===== config.mk =====
export PLATFORM = sky130hd
export DESIGN_NAME = multi_tap_keypad_text_entry
export DESIGN_NICKNAME = d
export VERILOG_FILES = /design/src/hw/rtl/mtkte_pkg.sv /design/src/hw/rtl/multi_tap_keypad_text_entry.sv
export SDC_FILE = /design/constraint.sdc
export NUM_CORES = 1
export LEC_CHECK = 0
export BUFFER_PORTS_ARGS = -buffer_cell sky130_fd_sc_hd__buf_4
export CAP_MARGIN = 25
export CORE_UTILIZATION = 57
export DETAILED_ROUTE_END_ITERATION = 10
export GPL_ROUTABILITY_DRIVEN = 0
export PLACE_DENSITY = 0.78
export SLEW_MARGIN = 10
export SYNTH_ARGS = -nofsm -noshare
export SYNTH_HDL_FRONTEND = slang
export SYNTH_SLANG_ARGS = --single-unit

===== constraint.sdc =====
create_clock -name clock -period 5.4 [get_ports clock]
set_input_delay 0.81 -clock clock [delete_from_list [all_inputs] [get_ports clock]]
set_output_delay 0.81 -clock clock [all_outputs]
set_load 0.02 [all_outputs]

===== src/hw/rtl/mtkte_pkg.sv =====
// ----------------------------------------------------------------------------
// mtkte_pkg
// Shared types and constants for the multi-tap keypad text entry block.
// ----------------------------------------------------------------------------
package mtkte_pkg;

   localparam int unsigned LenWidth  = 5;
   localparam int unsigned KeyWidth  = 4;
   localparam int unsigned CharWidth = 8;
   localparam int unsigned TapWidth  = 2;

   localparam logic [LenWidth-1:0]  MaxLengthReset = 5'd5;

   // key codes
   localparam logic [KeyWidth-1:0]  KeyMode      = 4'd1;
   localparam logic [KeyWidth-1:0]  KeyTextFirst = 4'd2;
   localparam logic [KeyWidth-1:0]  KeyTextLast  = 4'd9;

   localparam logic [CharWidth-1:0] AsciiZero = 8'h30;

   // letter groups whose size is four rather than three (pqrs, wxyz)
   localparam logic [2:0] GroupPqrs = 3'd5;
   localparam logic [2:0] GroupWxyz = 3'd7;

   typedef struct packed {
      logic                 wrote;
      logic [LenWidth-1:0]  write_pos;
      logic [CharWidth-1:0] write_char;
      logic [LenWidth-1:0]  text_length;
      logic                 number_mode;
   } result_type;

   // first letter of each key's group
   function automatic logic [CharWidth-1:0] group_base(input logic [2:0] grp);
      logic [CharWidth-1:0] base;
      unique case (grp)
         3'd0: base = 8'h61;  // a
         3'd1: base = 8'h64;  // d
         3'd2: base = 8'h67;  // g
         3'd3: base = 8'h6a;  // j
         3'd4: base = 8'h6d;  // m
         3'd5: base = 8'h70;  // p
         3'd6: base = 8'h74;  // t
         3'd7: base = 8'h77;  // w
         default: base = 8'h61;
      endcase
      return base;
   endfunction

endpackage


===== src/hw/rtl/multi_tap_keypad_text_entry.sv =====
// ----------------------------------------------------------------------------
// multi_tap_keypad_text_entry
// Multi-tap keypad text entry: one key per beat in, one write report out.
// ----------------------------------------------------------------------------
// One key is taken per clock cycle while req_stall is low. The state update
// (length, mode, last key, tap count) is a table lookup and compare done in
// the accepting cycle and the report is registered, so the rate is set only
// by the output side: a result register plus a one-deep skid register sit on
// the rsp_ port, and req_stall rises only when both are full. The csr_
// register sets the text limit and should be written while idle.
module multi_tap_keypad_text_entry (
   input  logic                          clock,
   input  logic                          reset,
   input  logic                          req_valid,
   output logic                          req_stall,
   input  logic [mtkte_pkg::KeyWidth-1:0] req_key,
   output logic                          rsp_valid,
   input  logic                          rsp_stall,
   output logic                          rsp_wrote,
   output logic [mtkte_pkg::LenWidth-1:0] rsp_write_pos,
   output logic [mtkte_pkg::CharWidth-1:0] rsp_write_char,
   output logic [mtkte_pkg::LenWidth-1:0] rsp_text_length,
   output logic                          rsp_number_mode,
   input  logic                          csr_write_enable,
   input  logic [mtkte_pkg::LenWidth-1:0] csr_write_data
);
   import mtkte_pkg::*;

   logic [LenWidth-1:0] max_length_ff;
   logic [LenWidth-1:0] length_ff, length_in;
   logic                mode_ff, mode_in;
   logic [KeyWidth-1:0] prev_key_ff, prev_key_in;
   logic [TapWidth-1:0] tap_ff, tap_in;

   result_type          res;
   result_type          out_ff;
   logic                out_valid_ff;
   result_type          skid_ff;
   logic                skid_valid_ff;

   logic                accept;
   logic                out_free;
   logic                text_key;
   logic [KeyWidth-1:0] key_off;
   logic [2:0]          grp;
   logic                has_room;
   logic [TapWidth:0]   tap_inc;
   logic [TapWidth-1:0] tap_wrap;

   assign accept    = req_valid && !skid_valid_ff;
   assign req_stall = skid_valid_ff;
   assign out_free  = !out_valid_ff || !rsp_stall;

   assign text_key = (req_key >= KeyTextFirst) && (req_key <= KeyTextLast);
   assign key_off  = req_key - KeyTextFirst;
   assign grp      = key_off[2:0];
   assign has_room = length_ff < max_length_ff;

   // next tap index, modulo the group size (3 or 4)
   assign tap_inc = {1'b0, tap_ff} + {{TapWidth{1'b0}}, 1'b1};
   always_comb begin
      if (grp == GroupPqrs || grp == GroupWxyz) begin
         tap_wrap = tap_inc[TapWidth-1:0];
      end else if (tap_inc >= 3'd3) begin
         tap_wrap = 2'(tap_inc - 3'd3);
      end else begin
         tap_wrap = tap_inc[TapWidth-1:0];
      end
   end

   always_comb begin
      length_in   = length_ff;
      mode_in     = mode_ff;
      prev_key_in = prev_key_ff;
      tap_in      = tap_ff;
      res         = '0;
      if (req_key == KeyMode) begin
         mode_in     = !mode_ff;
         prev_key_in = '0;
         tap_in      = '0;
      end else if (mode_ff) begin
         if (text_key && has_room) begin
            res.wrote      = 1'b1;
            res.write_pos  = length_ff;
            res.write_char = AsciiZero + {{(CharWidth-KeyWidth){1'b0}}, req_key};
            length_in      = length_ff + 5'd1;
         end
         prev_key_in = '0;
         tap_in      = '0;
      end else begin
         if (text_key) begin
            if (prev_key_ff == req_key && length_ff != '0) begin
               // same key again: overwrite the last character
               tap_in         = tap_wrap;
               res.wrote      = 1'b1;
               res.write_pos  = length_ff - 5'd1;
               res.write_char = group_base(grp) + {{(CharWidth-TapWidth){1'b0}}, tap_wrap};
            end else if (has_room) begin
               res.wrote      = 1'b1;
               res.write_pos  = length_ff;
               res.write_char = group_base(grp);
               length_in      = length_ff + 5'd1;
               tap_in         = '0;
            end
         end
         prev_key_in = req_key;
      end
      res.text_length = length_in;
      res.number_mode = mode_in;
   end

   always_ff @(posedge clock) begin
      if (reset) begin
         max_length_ff <= MaxLengthReset;
      end else if (csr_write_enable) begin
         max_length_ff <= csr_write_data;
      end
   end

   always_ff @(posedge clock) begin
      if (reset) begin
         length_ff   <= '0;
         mode_ff     <= 1'b1;
         prev_key_ff <= '0;
         tap_ff      <= '0;
      end else if (accept) begin
         length_ff   <= length_in;
         mode_ff     <= mode_in;
         prev_key_ff <= prev_key_in;
         tap_ff      <= tap_in;
      end
   end

   // result register with a one-deep skid behind it
   always_ff @(posedge clock) begin
      if (reset) begin
         out_valid_ff  <= 1'b0;
         skid_valid_ff <= 1'b0;
      end else if (out_free) begin
         if (skid_valid_ff) begin
            out_valid_ff  <= 1'b1;
            skid_valid_ff <= 1'b0;
         end else begin
            out_valid_ff  <= accept;
         end
      end else if (accept) begin
         skid_valid_ff <= 1'b1;
      end
   end

   always_ff @(posedge clock) begin
      if (out_free) begin
         if (skid_valid_ff) begin
            out_ff <= skid_ff;
         end else if (accept) begin
            out_ff <= res;
         end
      end else if (accept) begin
         skid_ff <= res;
      end
   end

   assign rsp_valid       = out_valid_ff;
   assign rsp_wrote       = out_ff.wrote;
   assign rsp_write_pos   = out_ff.write_pos;
   assign rsp_write_char  = out_ff.write_char;
   assign rsp_text_length = out_ff.text_length;
   assign rsp_number_mode = out_ff.number_mode;

endmodule


==> flow_summary.toml, run 1 <==
[die]
coreArea_sq_um = 5540
die_h_um = 77.87
die-area_sq_um = 6063
die_w_um = 77.87
num_io_pins = 36
start_util_pct = 59.21
row_count = 27

[power_and_ir_drop]
power.density_nw_per_um2 = 286.4
p_int_uw = 809.5
power_switching_uw = 270.7
power.share.clock_pct = 37.2
peakVddDrop_mv = 0.1454
p_leak_uw = 0.001518
p_seq_share_pct = 47.8
comb_power_share_pct = 14.9
report.power.total_uw = 1080
p_sw_share_pct = 25.06

[worst_hold_path]
hold_path_depth = 2
min_to = "max_length_ff[0]"
hp-class = "register to register"
hold_start = "max_length_ff[0]"

[clock_tree]
clk_latency_ps = 330
clockBufferDepth = 2
cts_setup_buffers = 0
root_buffer = "clkbuf_8"
htreeDepth = 3
path_clk_slew_ps = 60
holdBufCountCts = 0
cts_tree = "yes"
cts_resized = 0
numCtsBuffers = 9
cts.sinks = 59

[synthesis]
synth_async_sr_flop_share_pct = 0
synth_area_sq_um = 3281
synth_nets = 341
yosysSeqAreaShare_pct = 48.21
synthCells = 309
synthTopCellsByArea = "edfxtp_1 37%, dfxtp_1 12%, ha_1 6.5%"
ys.flop_type = "edfxtp_1"
ys_types = 54
yosys_warnings = 0
synth_edf_count = 40
yosysTopAreaCell = "edfxtp_1"
syn_area_per_cell_sq_um = 10.62
synth_seq_cells = 59
yosys.area.top_type_share_pct = 36.61

[drt]
num_vias = 2444
ant_nets = 0
vias_per_cell = 5.889
initialDrtViolationCount = 227
wire_per_inst_um = 16.38
drc = 0
drtPass1Iterations = 5
totalWireLength_mm = 6.798

[timing]
setup_viol = 0
slew_headroom_pct = 49.36
setup_tns_ps = 0
worst_pin_slew_ps = 755.1
period_needed_ps = 3567
skew_ps = 10.24
rsz0062_at_grt = "false"
fin_crit_sh_pct = 66.06
drv_slew = 0
max_freq_ghz = 0.2803
hold_viol = 0

[critical_path]
r2r-start = "length_ff[2]"
endpoint_kind = "register"
crit_fanout = 10
worstPathArrival_ps = 3650
required_ps = 5490
start_kind = "input pin"
critPathMostFrequentCell = "xor2_1"
crit_chain = "buf_4 -> xor2_1 -> o21bai_1 -> nand2_1 -> o21ai_0 -> ha_1 -> a21oi_1 -> nor2_1 -> xor2_1 -> o2111ai_1 -> nand3b_1 -> mux2_2"
r2r_end = "rsp_text_length[2]"
crit_family = "compound AO/OA/AOI/OAI gates"
ff2ff_setup_slack_ps = 2400
path_class = "input pin to register"
r2r_cells = 8
path_buf_inv = 1
critPathSlowestCell = "xor2_1"
max_stage_delay_ps = 570

[finish]
num_antenna_cells = 0
utilization_pct = 68.07
design_area_sq_um = 3771
fillers = 448
layout-drive-gt1-share_pct = 22.45
nets = 370
syn_to_final_growth_pct = 14.95

[global_routing]
antenna_found_initial = 0
grt_pass1_vias = 2314
grt_start_max_net_pins = 30
grt.overflow.total = 0
grt_pass1_wl_mm = 11.37
grt_usage_pct = 24.73

[place]
portBuffers = 35
post_dp_cell_area_sq_um = 3543
dp_hpwl_mm = 4.680

[outcome]
status = "finished clean"

[job]
drv_cap = 0
power groups by stage:
stage	combinational, uW	sequential [uW]	clock [uW]
6_report	161	517	402
5_1_grt	176	518	434
4_1_cts	158	518	407
3_5_place_dp	156	528	0
3_3_place_gp	151	526	0
2_1_floorplan	92.7	539	0
area by class of cell:
class                      instances  area (sq um)  share of cell area, %
sequential                        59          1582                  41.94
clock buffer                      14         162.7                  4.313
multi-input combinational        216          1545                  40.98
tap                               72         90.09                  2.389
inverter                          13         48.80                  1.294
timing repair buffer              39         307.8                  8.162
clock inverter                     2         35.03                 0.9290
Yosys cell counts (2+ instances only):
cell	n
a21o_1	3
a21oi_1	20
a31o_2	2
a31oi_1	8
and2_1	3
and3_1	2
buf_2	6
buf_6	3
clkbuf_1	11
dfxtp_1	19
edfxtp_1	40
ha_1	17
inv_1	13
mux2_2	15
mux2i_1	10
nand2_1	25
nand3_1	14
nand3b_1	5
nand4_1	5
nor2_1	19
nor2b_1	3
nor3b_1	2
nor4_1	3
o211ai_1	2
o21ai_0	10
o21bai_1	3
o31ai_1	6
or3_1	4
xnor2_1	4
xor2_1	8
worst reg2reg max path: stages, from the launching register on:
cell and delay [ps]:
dfxtp_1 580, ha_1 330, a21oi_1 150, o21ai_0 160, a211oi_1 660, buf_4 280
nand3_1 130, xnor2_1 180, mux2_2 270
flip-flops by register name, indices dropped and copies added, names as in the netlist, 2 cells and up:
signal	flops
length_ff	5
max_length_ff	5
prev_key_ff	4
rsp_text_length	5
rsp_write_char	8
rsp_write_pos	5
skid_ff	20
tap_ff	2
metal layers:
metal / GRT usage (%) / vias up / share of wire (%)
met4: 9.057 / 0 / 1.5
li1: - / 1188 / -
met1: 32.57 / 1144 / 42
met2: 40.00 / 101 / 50
met5: 0 / - / 0
met3: 5.294 / 11 / 6.5
cell families after synthesis:
logic type,share of synthesized area (%)
AOI/OAI and AO/OA,12.97
DFF,48.21
buffers and inverters,4.805
and+or+nand+nor,15.22
adders and majority gates,7.399
muxes,8.200
xor gates and xnor gates,3.204
cells in the final DEF, fill, tap and decap left out, types with 4 or more instances in the layout:
master / count
nand3_1: 14
nand4_1: 5
mux2i_1: 10
dfxtp_1: 19
clkbuf_8: 11
nor2_1: 19
nand2_1: 25
or3_1: 4
buf_4: 37
o21ai_0: 10
inv_1: 13
a31oi_1: 8
o31ai_1: 6
xor2_1: 8
nand3b_1: 5
edfxtp_1: 40
mux2_2: 15
xnor2_1: 4
ha_1: 17
a21oi_1: 19
worst max-delay path by stage:
stage | end | cells after the start | slack [ps] | from
final | rsp_write_char[3] | 12 | 1830 | req_key[1]
after CTS | rsp_write_char[3] | 12 | 1910 | req_key[1]
after global placement | rsp_text_length[2] | 10 | 1660 | req_key[1]
after floorplan | rsp_write_char[3] | 12 | 1960 | req_key[2]
after global routing | rsp_write_char[3] | 12 | 1650 | req_key[1]
after detailed placement | rsp_text_length[2] | 10 | 1580 | req_key[1]
metrics by stage:
stage | hold slack, ps | std cells | setup slack [ps]
floorplan | 433.2 | 309 | 1960
global placement | 450.6 | 397 | 1663
detailed placement | 450.3 | 397 | 1578
CTS | 467.9 | 413 | 1907
global route | 496.0 | 415 | 1653
finish | 464.4 | 415 | 1833
Power figures use the tool's default switching activity.
==> run 2: changes to the inputs <==
--- a/config.mk
+++ b/config.mk
@@ -7,10 +7,10 @@
 export LEC_CHECK = 0
 export BUFFER_PORTS_ARGS = -buffer_cell sky130_fd_sc_hd__buf_4
 export CAP_MARGIN = 25
-export CORE_UTILIZATION = 57
+export CORE_UTILIZATION = 53
 export DETAILED_ROUTE_END_ITERATION = 10
 export GPL_ROUTABILITY_DRIVEN = 0
-export PLACE_DENSITY = 0.78
+export PLACE_DENSITY = 0.76
 export SLEW_MARGIN = 10
 export SYNTH_ARGS = -nofsm -noshare
 export SYNTH_HDL_FRONTEND = slang
==> constraint.sdc (replaced) <==
create_clock -name clock -period 3 [get_ports clock]
set_input_delay 0.45 -clock clock [delete_from_list [all_inputs] [get_ports clock]]
set_output_delay 0.45 -clock clock [all_outputs]
set_load 0.02 [all_outputs]
==> run 2 against run 1 <==
Largest power group unchanged. Clock-buffer cell count down 5. Critical path type is now register to register. Final cell count rose by 2.7%. Highest routed layer unchanged. Clock power up 54%.
==> flow_summary.toml, run 2 (synthesis gave the netlist of run 1 again) <==
[finish]
syn_to_final_growth_pct = 15.79
most-common-layout-cells = "47 x buf_4, 40 x edfxtp_1, 25 x nand2_1"
top_register = "skid_ff"
num_antenna_cells = 0
layout-drive-gt1-share_pct = 25.07
largest_reg_flops = 20
layout_commonest_cell = "buf_4"
design_area_sq_um = 3799
nets = 378

[timing]
period_needed_ps = 2678
fin_crit_sh_pct = 89.28
setup_viol = 0
drv_slew = 0
hold_viol = 0
rsz0062_at_grt = "false"
worst_pin_slew_ps = 690.3
max_freq_ghz = 0.3734
slew_headroom_pct = 53.88
skew_ps = 9.316
setup_tns_ps = 0

[die]
die_w_um = 80.68
die_h_um = 80.68
start_util_pct = 55.08
coreArea_sq_um = 5956
die-area_sq_um = 6508
num_io_pins = 36
row_count = 28

[drt]
wl_met1_mm = 3.094
top_layer = "met4"
totalWireLength_mm = 6.625
ant_nets = 0
drc = 0
initialDrtViolationCount = 183
wl_met2_mm = 3.057
vias_per_cell = 5.768
drtPass1Iterations = 4
num_vias = 2457
wire_per_inst_um = 15.55
wl_met3_um = 307

[clock_tree]
path_clk_slew_ps = 70
holdBufCountCts = 0
cts_resized = 0
cts.sinks = 59
root_buffer = "clkbuf_8"
clk_latency_ps = 330
numCtsBuffers = 9
cts_setup_buffers = 0
cts_tree = "yes"
clockBufferDepth = 2
htreeDepth = 3

[critical_path]
required_ps = 3180
crit_chain = "inv_1 -> ha_1 -> or3b_1 -> or2_0 -> a221oi_1 -> nand3b_1 -> a31oi_1 -> o31ai_2"
worstPathArrival_ps = 2850
path_class = "register to register"
crit_fanout = 9
path_buf_inv = 1
r2r_cells = 8
endpoint_kind = "register"
cp.depth = 8
max_stage_delay_ps = 570
start_kind = "register"
crit_family = "compound AO/OA/AOI/OAI gates"
critPathSlowestCell = "a221oi_1"

[global_routing]
antenna_found_initial = 0
grt_pass1_wl_mm = 11.18
grt_pass1_vias = 2332
grt.overflow.total = 0
grt_usage_pct = 22.86
grt_start_max_net_pins = 27

[outcome]
status = "finished clean"

[power_and_ir_drop]
p_leak_uw = 0.001533
power_switching_uw = 518.0
power.density_nw_per_um2 = 485.9
comb_power_share_pct = 16.1
p_sw_share_pct = 28.06
power.share.clock_pct = 33.6
peakVddDrop_mv = 0.3005
p_int_uw = 1328
p_seq_share_pct = 50.3

[job]
drv_cap = 0

[place]
dp_hpwl_mm = 4.691
portBuffers = 35
post_dp_cell_area_sq_um = 3630

[worst_hold_path]
hp-class = "input pin to register"
hold_path_depth = 3
==> run 2: cell types whose count changed in the layout (fill, tap and decap cells not counted), moves of 2 or more <==
cell and change:
clkbuf_8 -2, clkinvlp_4 +3, clkbuf_1 -3, buf_8 -2
buf_4 +10
==> run 2: worst paths after layout <==
path                                        start           endpoint  slack (ps)
worst min register to register     prev_key_ff[2]     prev_key_ff[2]         470
worst min-delay path            csr_write_data[0]   max_length_ff[0]         330
worst max-delay path                 length_ff[0]  rsp_write_char[2]         320
worst max register to register       length_ff[0]  rsp_write_char[2]         320
==> run 2: through the flow <==
step	total power [uW]	hold slack, ps	cells	util [%]	setup WS (ps)
5_1_grt	1925	337.6	426	63.78	130.0
4_1_cts	1855	329.5	426	63.78	343.9
2_1_floorplan	1139	433.2	309	-	4.960
3_5_place_dp	1243	457.9	410	60.95	136.6
3_3_place_gp	1232	450.7	410	60.95	182.6
6_report	1846	333.4	426	63.78	321.6
==> run 2: power groups by stage <==
stage	combinational [uW]	clock, uW	sequential, uW
2_1_floorplan	168	0	971
3_3_place_gp	288	0	944
3_5_place_dp	297	0	946
4_1_cts	298	629	928
5_1_grt	329	663	932
6_report	298	620	928
==> run 2: routing by layer <==
| layer | up-vias | global-route usage [%] |
|---|---|---|
| met5 | - | 0 |
| met4 | 0 | 11.07 |
| met3 | 17 | 3.750 |
| met2 | 79 | 35.85 |
| met1 | 1151 | 30.50 |
| li1 | 1210 | - |
==> run 2: worst register-to-register path: stages (launching register included) <==
cell      delay [ps]
dfxtp_1          410
inv_1            160
ha_1             210
or3b_1           390
or2_0            230
a221oi_1         570
nand3b_1         200
a31oi_1          120
o31ai_2          230
==> run 2: layout make-up <==
| cell class | instances | area (sq um) |
|---|---|---|
| inverters | 13 | 48.80 |
| clock buffers | 9 | 123.9 |
| multi-input cells | 216 | 1553 |
| well taps | 75 | 93.84 |
| repair buffers | 47 | 352.8 |
| clock inverters | 7 | 45.04 |
| flip-flops and latches | 59 | 1582 |
| fillers | 493 | 2157 |
